`config.mk`:
```
export PLATFORM = sky130hd
export DESIGN_NAME = loop_range_chunk_partitioner_flat
export DESIGN_NICKNAME = d
export VERILOG_FILES = /design/src/hw/rtl/lrcp_pkg.sv /design/src/hw/rtl/lrcp_chan_if.sv /design/src/hw/rtl/lrcp_div.sv /design/src/hw/rtl/lrcp_ctrl.sv /design/src/hw/rtl/lrcp_dp.sv /design/src/hw/rtl/loop_range_chunk_partitioner.sv /design/src/flat_wrapper.sv
export SDC_FILE = /design/constraint.sdc
export NUM_CORES = 2
export LEC_CHECK = 0
export BUFFER_PORTS_ARGS = -buffer_cell sky130_fd_sc_hd__buf_2
export CAP_MARGIN = 20
export CORE_MARGIN = 3
export CORE_UTILIZATION = 35
export CTS_CLUSTER_DIAMETER = 50
export DETAILED_ROUTE_END_ITERATION = 6
export REMOVE_ABC_BUFFERS = 1
export SETUP_SLACK_MARGIN = 0.1
export SLEW_MARGIN = 10
export SYNTH_ARGS = -nofsm -noshare
export SYNTH_HDL_FRONTEND = slang
export SYNTH_SLANG_ARGS = --single-unit
export TNS_END_PERCENT = 20
```
`constraint.sdc`:
```
create_clock -name clk -period 18.2 [get_ports clk]
set_input_delay 3.64 -clock clk [delete_from_list [all_inputs] [get_ports clk]]
set_output_delay 3.64 -clock clk [all_outputs]
set_load 0.01 [all_outputs]
```
`src/hw/rtl/lrcp_pkg.sv`:
```
// Package for the loop range chunk partitioner: payload types, register
// indexes, divider sizing and the command/status structs between control and datapath.
// No dependencies.
`timescale 1ns / 1ps
`default_nettype none

package lrcp_pkg;

	localparam int MAX_WORKERS = 64;

	localparam int CFG_IDX_W = 3;
	localparam int CFG_DATA_W = 32;
	localparam int ITER_W = 32;
	localparam int STRIDE_W = 31;
	localparam int WORKER_CNT_W = 7;
	localparam int TASKS_W = 16;
	localparam int COUNT_W = 32;
	localparam int WORKER_IDX_W = 6;
	localparam int SLOT_W = 31;

	localparam int DVD_W = 33;
	localparam int DVS_W = 31;

	typedef enum logic [CFG_IDX_W-1:0] {
		CFG_RANGE_START  = 3'd0,
		CFG_RANGE_STOP   = 3'd1,
		CFG_STRIDE       = 3'd2,
		CFG_WORKER_COUNT = 3'd3,
		CFG_CHUNK_TASKS  = 3'd4
	} cfg_idx_t;

	typedef enum logic [1:0] {
		DIV_TASKS   = 2'd0,
		DIV_CHUNKS  = 2'd1,
		DIV_WORKERS = 2'd2
	} div_sel_t;

	typedef struct packed {
		logic restart;
	} req_t;

	typedef struct packed {
		logic                     valid_res;
		logic [WORKER_IDX_W-1:0]  worker_index;
		logic [SLOT_W-1:0]        slot_in_worker;
		logic signed [ITER_W-1:0] chunk_begin;
		logic signed [ITER_W-1:0] chunk_end;
		logic                     last_of_worker;
		logic                     last_of_job;
	} res_t;

	typedef struct packed {
		logic     init_walk;
		logic     div_start;
		div_sel_t div_sel;
		logic     div_latch;
		logic     step_en;
		logic     emit;
	} cmd_t;

	typedef struct packed {
		logic div_busy;
		logic div_done;
		logic out_free;
	} status_t;

endpackage

`default_nettype wire

```
`src/hw/rtl/lrcp_chan_if.sv`:
```
// Valid/ready channel carrying one payload beat.
// Payload type is a parameter; used with lrcp_pkg::req_t and lrcp_pkg::res_t.
`timescale 1ns / 1ps
`default_nettype none

interface lrcp_chan_if #(
	parameter type payload_t = logic
) ();
	logic     valid;
	logic     ready;
	payload_t data;

	modport source (output valid, output data, input ready);
	modport sink (input valid, input data, output ready);
endinterface

`default_nettype wire

```
`src/hw/rtl/lrcp_div.sv`:
```
// Serial restoring divider, one quotient bit per cycle.
// Depends on lrcp_pkg for operand widths.
`timescale 1ns / 1ps
`default_nettype none

module lrcp_div (
	input  wire logic                         clk,
	input  wire logic                         arst_n,
	input  wire logic                         start,
	input  wire logic [lrcp_pkg::DVD_W-1:0]   dividend,
	input  wire logic [lrcp_pkg::DVS_W-1:0]   divisor,
	output logic                              busy,
	output logic                              done,
	output logic [lrcp_pkg::DVD_W-1:0]        quotient,
	output logic [lrcp_pkg::DVS_W-1:0]        remainder
);
	localparam int DVD_W = lrcp_pkg::DVD_W;
	localparam int DVS_W = lrcp_pkg::DVS_W;
	localparam int CNT_W = $clog2(DVD_W + 1);

	logic [DVD_W-1:0] quo_q;
	logic [DVS_W-1:0] rem_q;
	logic [DVS_W-1:0] dvs_q;
	logic [CNT_W-1:0] cnt_q;
	logic             busy_q;

	logic [DVS_W:0]   trial;
	logic [DVS_W:0]   diff;
	logic             fits;

	always_comb begin
		trial = {rem_q, quo_q[DVD_W-1]};
		diff = trial - {1'b0, dvs_q};
		fits = (trial >= {1'b0, dvs_q});
		quotient = {quo_q[DVD_W-2:0], fits};
		remainder = fits ? diff[DVS_W-1:0] : trial[DVS_W-1:0];
	end

	assign busy = busy_q;
	assign done = busy_q && (cnt_q == CNT_W'(DVD_W - 1));

	always_ff @(posedge clk or negedge arst_n) begin
		if (!arst_n) begin
			busy_q <= 1'b0;
			cnt_q <= '0;
		end else if (start && !busy_q) begin
			busy_q <= 1'b1;
			cnt_q <= '0;
		end else if (busy_q) begin
			cnt_q <= cnt_q + CNT_W'(1);
			if (done) begin
				busy_q <= 1'b0;
			end
		end
	end

	always_ff @(posedge clk) begin
		if (start && !busy_q) begin
			quo_q <= dividend;
			rem_q <= '0;
			dvs_q <= divisor;
		end else if (busy_q) begin
			quo_q <= quotient;
			rem_q <= remainder;
		end
	end

endmodule

`default_nettype wire

```
`src/hw/rtl/lrcp_ctrl.sv`:
```
// Control FSM: takes request beats, sequences the three partition divisions
// on restart, then the step product and the result beat. Depends on lrcp_pkg.
`timescale 1ns / 1ps
`default_nettype none

module lrcp_ctrl (
	input  wire logic              clk,
	input  wire logic              arst_n,
	input  wire logic              req_valid,
	input  wire logic              req_restart,
	output logic                   req_ready,
	input  wire lrcp_pkg::status_t status,
	output lrcp_pkg::cmd_t         cmd
);
	typedef enum logic [5:0] {
		S_IDLE        = 6'b000001,
		S_DIV_TASKS   = 6'b000010,
		S_DIV_CHUNKS  = 6'b000100,
		S_DIV_WORKERS = 6'b001000,
		S_STEP        = 6'b010000,
		S_EMIT        = 6'b100000
	} state_t;

	state_t state_q;
	state_t state_d;

	assign req_ready = (state_q == S_IDLE);

	always_comb begin
		state_d = state_q;
		cmd = '0;
		cmd.div_sel = lrcp_pkg::DIV_TASKS;
		unique case (state_q)
			S_IDLE: begin
				if (req_valid) begin
					if (req_restart) begin
						cmd.init_walk = 1'b1;
						state_d = S_DIV_TASKS;
					end else begin
						state_d = S_STEP;
					end
				end
			end
			S_DIV_TASKS: begin
				cmd.div_sel = lrcp_pkg::DIV_TASKS;
				cmd.div_start = !status.div_busy;
				cmd.div_latch = status.div_done;
				if (status.div_done) begin
					state_d = S_DIV_CHUNKS;
				end
			end
			S_DIV_CHUNKS: begin
				cmd.div_sel = lrcp_pkg::DIV_CHUNKS;
				cmd.div_start = !status.div_busy;
				cmd.div_latch = status.div_done;
				if (status.div_done) begin
					state_d = S_DIV_WORKERS;
				end
			end
			S_DIV_WORKERS: begin
				cmd.div_sel = lrcp_pkg::DIV_WORKERS;
				cmd.div_start = !status.div_busy;
				cmd.div_latch = status.div_done;
				if (status.div_done) begin
					state_d = S_STEP;
				end
			end
			S_STEP: begin
				cmd.step_en = 1'b1;
				state_d = S_EMIT;
			end
			S_EMIT: begin
				if (status.out_free) begin
					cmd.emit = 1'b1;
					state_d = S_IDLE;
				end
			end
			default: begin
				state_d = S_IDLE;
			end
		endcase
	end

	always_ff @(posedge clk or negedge arst_n) begin
		if (!arst_n) begin
			state_q <= S_IDLE;
		end else begin
			state_q <= state_d;
		end
	end

endmodule

`default_nettype wire

```
`src/hw/rtl/lrcp_dp.sv`:
```
// Datapath: configuration registers, partition counts, walk counters,
// step product and the result register. Uses lrcp_div and lrcp_pkg.
`timescale 1ns / 1ps
`default_nettype none

module lrcp_dp #(
	parameter int MAX_WORKERS = lrcp_pkg::MAX_WORKERS
) (
	input  wire logic                              clk,
	input  wire logic                              arst_n,
	input  wire logic                              cfg_we,
	input  wire logic [lrcp_pkg::CFG_IDX_W-1:0]    cfg_index,
	input  wire logic [lrcp_pkg::CFG_DATA_W-1:0]   cfg_data,
	input  wire lrcp_pkg::cmd_t                    cmd,
	output lrcp_pkg::status_t                      status,
	input  wire logic                              res_ready,
	output logic                                   res_valid,
	output lrcp_pkg::res_t                         res_data
);
	localparam int ITER_W = lrcp_pkg::ITER_W;
	localparam int STRIDE_W = lrcp_pkg::STRIDE_W;
	localparam int WC_W = lrcp_pkg::WORKER_CNT_W;
	localparam int TASKS_W = lrcp_pkg::TASKS_W;
	localparam int COUNT_W = lrcp_pkg::COUNT_W;
	localparam int DVD_W = lrcp_pkg::DVD_W;
	localparam int DVS_W = lrcp_pkg::DVS_W;
	localparam int WI_W = lrcp_pkg::WORKER_IDX_W;
	localparam int SLOT_W = lrcp_pkg::SLOT_W;

	logic [ITER_W-1:0]   range_start_q;
	logic [ITER_W-1:0]   range_stop_q;
	logic [STRIDE_W-1:0] stride_q;
	logic [WC_W-1:0]     worker_count_q;
	logic [TASKS_W-1:0]  chunk_tasks_q;

	logic [COUNT_W-1:0]  tasks_q;
	logic [COUNT_W-1:0]  chunks_total_q;
	logic [COUNT_W-1:0]  base_q;
	logic [WC_W-1:0]     extra_q;
	logic [WC_W-1:0]     cur_worker_q;
	logic [COUNT_W-1:0]  cur_slot_q;
	logic [COUNT_W-1:0]  handed_q;
	logic [ITER_W-1:0]   next_iter_q;
	logic [ITER_W-1:0]   step_q;
	logic                res_valid_q;
	lrcp_pkg::res_t      res_q;

	logic [STRIDE_W-1:0] stride_eff;
	logic [TASKS_W-1:0]  tasks_eff;
	logic [WC_W-1:0]     workers_eff;
	logic [ITER_W:0]     span;
	logic                span_pos;
	logic [DVD_W-1:0]    dividend;
	logic [DVS_W-1:0]    divisor;
	logic                div_busy;
	logic                div_done;
	logic [DVD_W-1:0]    div_quo;
	logic [DVS_W-1:0]    div_rem;

	logic                avail;
	logic [COUNT_W:0]    run_len;
	logic                last_w;
	logic                last_j;
	logic [ITER_W-1:0]   chunk_end;
	logic [TASKS_W+STRIDE_W-1:0] product;
	lrcp_pkg::res_t      res_d;

	always_comb begin
		stride_eff = (stride_q == '0) ? STRIDE_W'(1) : stride_q;
		tasks_eff = (chunk_tasks_q == '0) ? TASKS_W'(1) : chunk_tasks_q;
		if (worker_count_q == '0) begin
			workers_eff = WC_W'(1);
		end else if (32'(worker_count_q) > 32'(MAX_WORKERS)) begin
			workers_eff = WC_W'(MAX_WORKERS);
		end else begin
			workers_eff = worker_count_q;
		end

		span = {range_stop_q[ITER_W-1], range_stop_q} - {range_start_q[ITER_W-1], range_start_q};
		span_pos = !span[ITER_W] && (span != '0);

		unique case (cmd.div_sel)
			lrcp_pkg::DIV_TASKS: begin
				dividend = span_pos ? (span + DVD_W'(stride_eff) - DVD_W'(1)) : '0;
				divisor = stride_eff;
			end
			lrcp_pkg::DIV_CHUNKS: begin
				dividend = DVD_W'(tasks_q) + DVD_W'(tasks_eff) - DVD_W'(1);
				divisor = DVS_W'(tasks_eff);
			end
			lrcp_pkg::DIV_WORKERS: begin
				dividend = DVD_W'(chunks_total_q);
				divisor = DVS_W'(workers_eff);
			end
			default: begin
				dividend = '0;
				divisor = DVS_W'(1);
			end
		endcase
	end

	lrcp_div u_div (
		.clk       (clk),
		.arst_n    (arst_n),
		.start     (cmd.div_start),
		.dividend  (dividend),
		.divisor   (divisor),
		.busy      (div_busy),
		.done      (div_done),
		.quotient  (div_quo),
		.remainder (div_rem)
	);

	assign product = tasks_eff * stride_eff;

	always_comb begin
		avail = (handed_q < chunks_total_q);
		run_len = {1'b0, base_q} + ((cur_worker_q < extra_q) ? (COUNT_W+1)'(1) : '0);
		last_w = (({1'b0, cur_slot_q} + (COUNT_W+1)'(1)) >= run_len);
		last_j = (({1'b0, handed_q} + (COUNT_W+1)'(1)) == {1'b0, chunks_total_q});
		chunk_end = last_j ? range_stop_q : (next_iter_q + step_q);

		res_d = '0;
		if (avail) begin
			res_d.valid_res = 1'b1;
			res_d.worker_index = cur_worker_q[WI_W-1:0];
			res_d.slot_in_worker = cur_slot_q[SLOT_W-1:0];
			res_d.chunk_begin = next_iter_q;
			res_d.chunk_end = chunk_end;
			res_d.last_of_worker = last_w;
			res_d.last_of_job = last_j;
		end
	end

	assign status.div_busy = div_busy;
	assign status.div_done = div_done;
	assign status.out_free = !res_valid_q || res_ready;

	assign res_valid = res_valid_q;
	assign res_data = res_q;

	always_ff @(posedge clk or negedge arst_n) begin
		if (!arst_n) begin
			range_start_q <= '0;
			range_stop_q <= '0;
			stride_q <= STRIDE_W'(1);
			worker_count_q <= WC_W'(1);
			chunk_tasks_q <= TASKS_W'(1);
		end else if (cfg_we) begin
			unique case (cfg_index)
				lrcp_pkg::CFG_RANGE_START:  range_start_q <= cfg_data[ITER_W-1:0];
				lrcp_pkg::CFG_RANGE_STOP:   range_stop_q <= cfg_data[ITER_W-1:0];
				lrcp_pkg::CFG_STRIDE:       stride_q <= cfg_data[STRIDE_W-1:0];
				lrcp_pkg::CFG_WORKER_COUNT: worker_count_q <= cfg_data[WC_W-1:0];
				lrcp_pkg::CFG_CHUNK_TASKS:  chunk_tasks_q <= cfg_data[TASKS_W-1:0];
				default: ;
			endcase
		end
	end

	always_ff @(posedge clk or negedge arst_n) begin
		if (!arst_n) begin
			tasks_q <= '0;
			chunks_total_q <= '0;
			base_q <= '0;
			extra_q <= '0;
			cur_worker_q <= '0;
			cur_slot_q <= '0;
			handed_q <= '0;
			next_iter_q <= '0;
		end else begin
			if (cmd.init_walk) begin
				cur_worker_q <= '0;
				cur_slot_q <= '0;
				handed_q <= '0;
				next_iter_q <= range_start_q;
			end else if (cmd.emit && avail) begin
				handed_q <= handed_q + COUNT_W'(1);
				if (!last_j) begin
					next_iter_q <= chunk_end;
					if (last_w) begin
						cur_worker_q <= cur_worker_q + WC_W'(1);
						cur_slot_q <= '0;
					end else begin
						cur_slot_q <= cur_slot_q + COUNT_W'(1);
					end
				end
			end
			if (cmd.div_latch) begin
				unique case (cmd.div_sel)
					lrcp_pkg::DIV_TASKS:  tasks_q <= div_quo[COUNT_W-1:0];
					lrcp_pkg::DIV_CHUNKS: chunks_total_q <= div_quo[COUNT_W-1:0];
					lrcp_pkg::DIV_WORKERS: begin
						base_q <= div_quo[COUNT_W-1:0];
						extra_q <= div_rem[WC_W-1:0];
					end
					default: ;
				endcase
			end
		end
	end

	always_ff @(posedge clk) begin
		if (cmd.step_en) begin
			step_q <= product[ITER_W-1:0];
		end
	end

	always_ff @(posedge clk or negedge arst_n) begin
		if (!arst_n) begin
			res_valid_q <= 1'b0;
		end else if (cmd.emit) begin
			res_valid_q <= 1'b1;
		end else if (res_ready) begin
			res_valid_q <= 1'b0;
		end
	end

	always_ff @(posedge clk) begin
		if (cmd.emit) begin
			res_q <= res_d;
		end
	end

endmodule

`default_nettype wire

```
`src/hw/rtl/loop_range_chunk_partitioner.sv`:
```
// Loop range chunk partitioner, top level.
// Depends on lrcp_pkg, lrcp_chan_if, lrcp_ctrl, lrcp_dp (with lrcp_div).
//
// Usage: program range_start, range_stop, stride, worker_count and
// chunk_tasks through cfg_we/cfg_index/cfg_data (indexes 0 to 4) while the
// block is idle. Each beat on req asks for one chunk; restart = 1 recomputes
// the partition first. Every req beat yields exactly one res beat: a chunk
// descriptor, or valid_res = 0 with all fields zero once the job is done.
// A plain request goes through the step and emit states to the result
// register; a restart first runs three serial divisions (one quotient bit per
// cycle in the shared divider). One request is in flight at a time: the next
// request is taken only once the block is back in idle.
// The result sits in an output register: a new request is accepted while it
// waits, and the block holds in its final step until res.ready frees that
// register. Reset (arst_n low) sets stride, worker_count and chunk_tasks to
// 1, the range to zero and the job to empty.
`timescale 1ns / 1ps
`default_nettype none

module loop_range_chunk_partitioner #(
	parameter int MAX_WORKERS = lrcp_pkg::MAX_WORKERS
) (
	input  wire logic                            clk,
	input  wire logic                            arst_n,
	input  wire logic                            cfg_we,
	input  wire logic [lrcp_pkg::CFG_IDX_W-1:0]  cfg_index,
	input  wire logic [lrcp_pkg::CFG_DATA_W-1:0] cfg_data,
	lrcp_chan_if.sink                            req,
	lrcp_chan_if.source                          res
);
	lrcp_pkg::cmd_t    cmd;
	lrcp_pkg::status_t status;
	lrcp_pkg::req_t    req_beat;
	logic              req_ready;
	logic              res_valid;
	lrcp_pkg::res_t    res_beat;

	assign req_beat = req.data;
	assign req.ready = req_ready;
	assign res.valid = res_valid;
	assign res.data = res_beat;

	lrcp_ctrl u_ctrl (
		.clk         (clk),
		.arst_n      (arst_n),
		.req_valid   (req.valid),
		.req_restart (req_beat.restart),
		.req_ready   (req_ready),
		.status      (status),
		.cmd         (cmd)
	);

	lrcp_dp #(
		.MAX_WORKERS (MAX_WORKERS)
	) u_dp (
		.clk       (clk),
		.arst_n    (arst_n),
		.cfg_we    (cfg_we),
		.cfg_index (cfg_index),
		.cfg_data  (cfg_data),
		.cmd       (cmd),
		.status    (status),
		.res_ready (res.ready),
		.res_valid (res_valid),
		.res_data  (res_beat)
	);

endmodule

`default_nettype wire

```
`src/flat_wrapper.sv`:
```
// flat-port wrapper written by rule: the top's interface ports become plain ports
module loop_range_chunk_partitioner_flat import lrcp_pkg::*;
#(
	parameter int MAX_WORKERS = lrcp_pkg::MAX_WORKERS
)
  (clk, arst_n, cfg_we, cfg_index, cfg_data, req_valid, req_data, req_ready, res_valid, res_data, res_ready);
  lrcp_chan_if #(.payload_t(req_t)) req_i ();
  lrcp_chan_if #(.payload_t(res_t)) res_i ();
  input  wire logic clk;
  input  wire logic arst_n;
  input  wire logic cfg_we;
  input  wire logic [lrcp_pkg::CFG_IDX_W-1:0] cfg_index;
  input  wire logic [lrcp_pkg::CFG_DATA_W-1:0] cfg_data;
  input wire logic [$bits(req_i.valid)-1:0] req_valid;
  input wire logic [$bits(req_i.data)-1:0] req_data;
  output wire logic [$bits(req_i.ready)-1:0] req_ready;
  output wire logic [$bits(res_i.valid)-1:0] res_valid;
  output wire logic [$bits(res_i.data)-1:0] res_data;
  input wire logic [$bits(res_i.ready)-1:0] res_ready;
  assign req_i.valid = req_valid;
  assign req_i.data = req_data;
  assign req_ready = req_i.ready;
  assign res_valid = res_i.valid;
  assign res_data = res_i.data;
  assign res_i.ready = res_ready;
  loop_range_chunk_partitioner #(.MAX_WORKERS(MAX_WORKERS)) u_core (.clk(clk), .arst_n(arst_n), .cfg_we(cfg_we), .cfg_index(cfg_index), .cfg_data(cfg_data), .req(req_i), .res(res_i));
endmodule
```
==> flow_metrics.py <==
metrics = {
    "critical_path": {
        "cp-end-kind": "flop",
        "worst_setup_path_start_kind": "flop",
        "slowest_delay_ns": 0.82,
        "regToRegStartpoint": "u_core.u_dp.chunk_tasks_q[5]",
        "crit_family": "adder cells",
        "critPathKind": "flop to flop",
        "rrSetupSlack_ns": 10.19,
        "cpMostUsedCell": "fa_1",
        "slowest_stage": "clkinv_1",
        "cp_num_buf_inv": 5,
        "arrival_ns": 8.42,
        "critical_path_required_ns": 18.61,
        "path_cells": "clkinv_1 > nor2_1 > fa_1 > inv_1 > fa_1 > fa_1 > inv_1 > fa_1 > fa_1 > inv_1 > fa_1 > inv_1 > ha_1 > o21a_1 > a21oi_1 > o21ai_0 > a211o_1 > o211ai_1 > a311oi_1 > a41o_1 > o21ai_0 > o21ai_0 > xnor2_1",
        "startpoint": "u_core.u_dp.chunk_tasks_q[5]",
        "critPathMaxFanout": 19,
    },
    "drt": {
        "dr.pass1.iters": 7,
        "routedWlPerCell_um": 22.1,
        "avgViaCountPerCell": 5.42,
        "drt_wl_total_um": 155000,
        "drc_errors": 0,
        "num_vias": 38100,
        "ant_nets": 0,
        "drt_iter0_markers": 3447,
    },
    "sta": {
        "min_period_ns": 8.01,
        "rsz0062_at_grt": "false",
        "relSlewSlack_pct": 27.0,
        "tns_ns": 0,
        "setup-violations-final": 0,
        "worst_pin_slew_ns": 1.09,
        "fin_worst_skew_ns": 0.0370,
        "max_freq_mhz": 125,
        "layout_setup_ws_ns": 10.19,
        "final_hold_viol_count": 0,
        "timing.hold.ws_ns": 0.475,
        "period_share_pct": 44.0,
        "slew_violations": 0,
    },
    "synth": {
        "ys.warnings.count": 0,
        "synthCells": 5126,
        "synth-edff-count": 200,
        "synth_area_leaders": "dfrtp_1 18%, fa_1 13%, edfxtp_1 13%, ha_1 9.2%, inv_1 5.4%",
        "yosys-mux-area-fraction_pct": 4.47,
        "avgSynthCellArea_um2": 9.23,
        "seq_area_frac_synth_pct": 31.9,
        "synth_fa_ha_area_share_pct": 22.2,
        "yosysTopAreaCell": "dfrtp_1",
        "synth_cell_types": 93,
        "yosys.area_share.simple_pct": 14.7,
        "synthArstFlopShare_pct": 59.4,
        "synth_ff_type": "dfrtp_1",
        "ys_ff_latch": 569,
        "synth_compound_area_share_pct": 14.0,
        "syn_area_um2": 47300,
        "synth-xor-area-share_pct": 5.11,
        "yosysTopAreaCellShare_pct": 17.7,
        "synth_top_family_by_area": "adder cells",
    },
    "cells_and_area": {
        "layout.nets": 5877,
        "multiInputGateArea_um2": 28700,
        "layout.area.seq_um2": 15100,
        "instances_no_fill": 7020,
        "area_delta_synth_final_pct": 11.3,
        "layout-drive-gt1-share_pct": 10.2,
        "fillCellCount": 13300,
    },
    "die": {
        "dieArea_um2": 140000,
        "io-pin-count": 147,
        "core_area_um2": 134000,
        "die_h_um": 374,
        "die_w_um": 374,
        "rows": 134,
        "start_util_pct": 35.4,
    },
    "global_routing": {
        "grt_pass1_vias": 38000,
        "antenna_found_initial": 12,
        "grt_overflow": 0,
        "grt_usage_pct": 22.0,
        "grt_max_degree": 112,
        "grt_pass1_wl_um": 236000,
    },
    "clocking": {
        "cts_buffers": 83,
        "cts_max_path_buffers": 3,
        "clk_latency_ns": 0.70,
        "hold_buffers": 0,
        "htreeDepth": 3,
        "clockRootBuffer": "clkbuf_16",
        "clk_pin_slew_worst_paths_ns": 0.05,
        "cts_tree": "done",
        "postCtsSetupBuffers": 0,
        "cts_sinks": 569,
        "cts-resized-gates": 0,
    },
    "placement": {
        "place_hpwl_um": 120000,
        "routabilityCongestion": 0.955,
        "post-place-ws_ns": 10.38,
        "dp.cells": 6863,
        "portBuffers": 146,
    },
    "status": {
        "status": "completed",
    },
    "worst_hold_path": {
        "hold_path_class": "flop to flop",
        "worstHoldStart": "u_core.u_dp.u_div.rem_q[20]",
    },
    "run": {
        "cap_violations": 0,
    },
}
==> worst min-delay path, stage by stage, from the launching register on <==
cell,delay [ns]
dfxtp_1,0.32
nand2_1,0.06
mux2i_1,0.05
==> registers in the layout (all words and copies together), names as in the netlist, 6 cells and up <==
name	flops
u_core.u_dp.extra_q	7
u_core.u_dp.range_stop_q	32
u_core.u_dp.handed_q	32
u_core.u_dp.cur_slot_q	32
u_core.u_dp.u_div.rem_q	31
u_core.u_dp.base_q	32
u_core.u_dp.worker_count_q	7
u_core.u_dp.res_data	104
u_core.u_dp.step_q	32
u_core.u_dp.next_iter_q	32
u_core.u_dp.chunk_tasks_q	16
u_core.u_dp.tasks_q	32
u_core.u_dp.u_div.dvs_q	31
u_core.u_dp.u_div.quo_q	33
u_core.u_dp.stride_q	31
u_core.u_dp.chunks_total_q	32
u_core.u_dp.range_start_q	32
u_core.u_ctrl.state_q	6
u_core.u_dp.cur_worker_q	7
u_core.u_dp.u_div.cnt_q	6
==> per-stage QoR <==
| stage | util [%] | instance area [um2] |
|---|---|---|
| after floorplan | - | 46300 |
| after global placement | 37.2 | 49700 |
| after detailed placement | 37.2 | 49700 |
| after CTS | 39.3 | 52600 |
| after global routing | 39.4 | 52700 |
| final | 39.4 | 52700 |
==> routing by layer <==
| metal | GRT usage (%) | part of all wire [%] | vias up |
|---|---|---|---|
| met5 | 0 | 0.015 | - |
| met4 | 8.80 | 4.8 | 4 |
| met3 | 3.92 | 7.0 | 350 |
| met2 | 35.9 | 46 | 1352 |
| met1 | 28.9 | 42 | 18800 |
| li1 | - | - | 17600 |
==> path summary, 6_finish.rpt <==
check,endpoint,cells past startpoint
max,u_core.u_dp.step_q[31],23
min,u_core.u_dp.u_div.rem_q[20],2
max reg2reg,u_core.u_dp.step_q[31],23
min reg2reg,u_core.u_dp.u_div.rem_q[20],2
max in group asynchronous,u_core.u_dp.range_stop_q[0],3
min in group asynchronous,u_core.u_dp.cur_slot_q[31],1
==> area by class of cell <==
class,count,area share [%]
Clock inverter,51,1.28
Sequential cell,569,28.7
Multi-Input combinational cell,3636,54.5
Tap cell,1768,4.20
Timing Repair Buffer,196,2.14
Inverter,695,4.95
Clock buffer,103,4.20
Antenna cell,2,0.00950
==> placed cells by master (no fill, tap or decap), types with 13 or more instances in the layout <==
master,Yosys,layout
inv_1,681,679
nand2_1,565,565
nor2_1,382,379
ha_1,346,346
dfrtp_1,334,333
fa_1,309,309
o21ai_0,274,274
edfxtp_1,200,200
a21oi_1,193,192
xnor2_1,184,184
buf_2,15,145
mux2_2,134,134
and3_1,123,123
a21o_1,114,114
nand3_1,97,95
xor2_1,92,92
clkbuf_16,0,84
nor3_1,77,75
nand4_1,59,59
mux2i_1,59,59
buf_4,3,49
a31oi_1,45,45
o21a_1,41,41
a211oi_1,40,40
o211ai_1,38,38
o31ai_1,33,33
nor2b_1,31,31
and2_1,31,31
dfxtp_1,31,31
nand2b_1,26,26
nor4_1,25,24
o21bai_1,24,24
a221oi_1,24,24
a22o_1,20,20
clkinv_1,14,19
clkbuf_1,187,15
or2_2,14,14
o22ai_1,14,14
o221a_2,14,14
or3_1,13,13
==> cells by family (layout without fill, tap and decap cells) <==
family,count (synthesis),in the layout
and+or+nand+nor,1502,1502
AOI/OAI and AO/OA,1009,1009
buffers and inverters,921,1045
adders and majority gates,655,655
DFF,569,569
xor gates and xnor gates,276,276
muxes,194,194
other,0,2
==> cells in the mapped netlist, drive strengths merged, types with 13 or more instances <==
library cell and number:
inv 681, nand2 567, nor2 382, ha 346, dfrtp 334, fa 309
o21ai 278, edfxtp 200, a21oi 197, clkbuf 188, xnor2 184, mux2 135
and3 123, a21o 114, nand3 98, xor2 92, nor3 77, mux2i 59
nand4 59, a31oi 45, a211oi 41, o21a 41, buf 38, o211ai 38
o31ai 33, and2 31, dfxtp 31, nor2b 31, nor4 27, nand2b 26
a221oi 24, o21bai 24, a22o 20, clkinv 14, o221a 14, o22ai 14
or2 14, or3 13
Power is left out: the tool's default activity adds up to more than one toggle a clock period on the data nets, which glitch-free logic cannot reach.
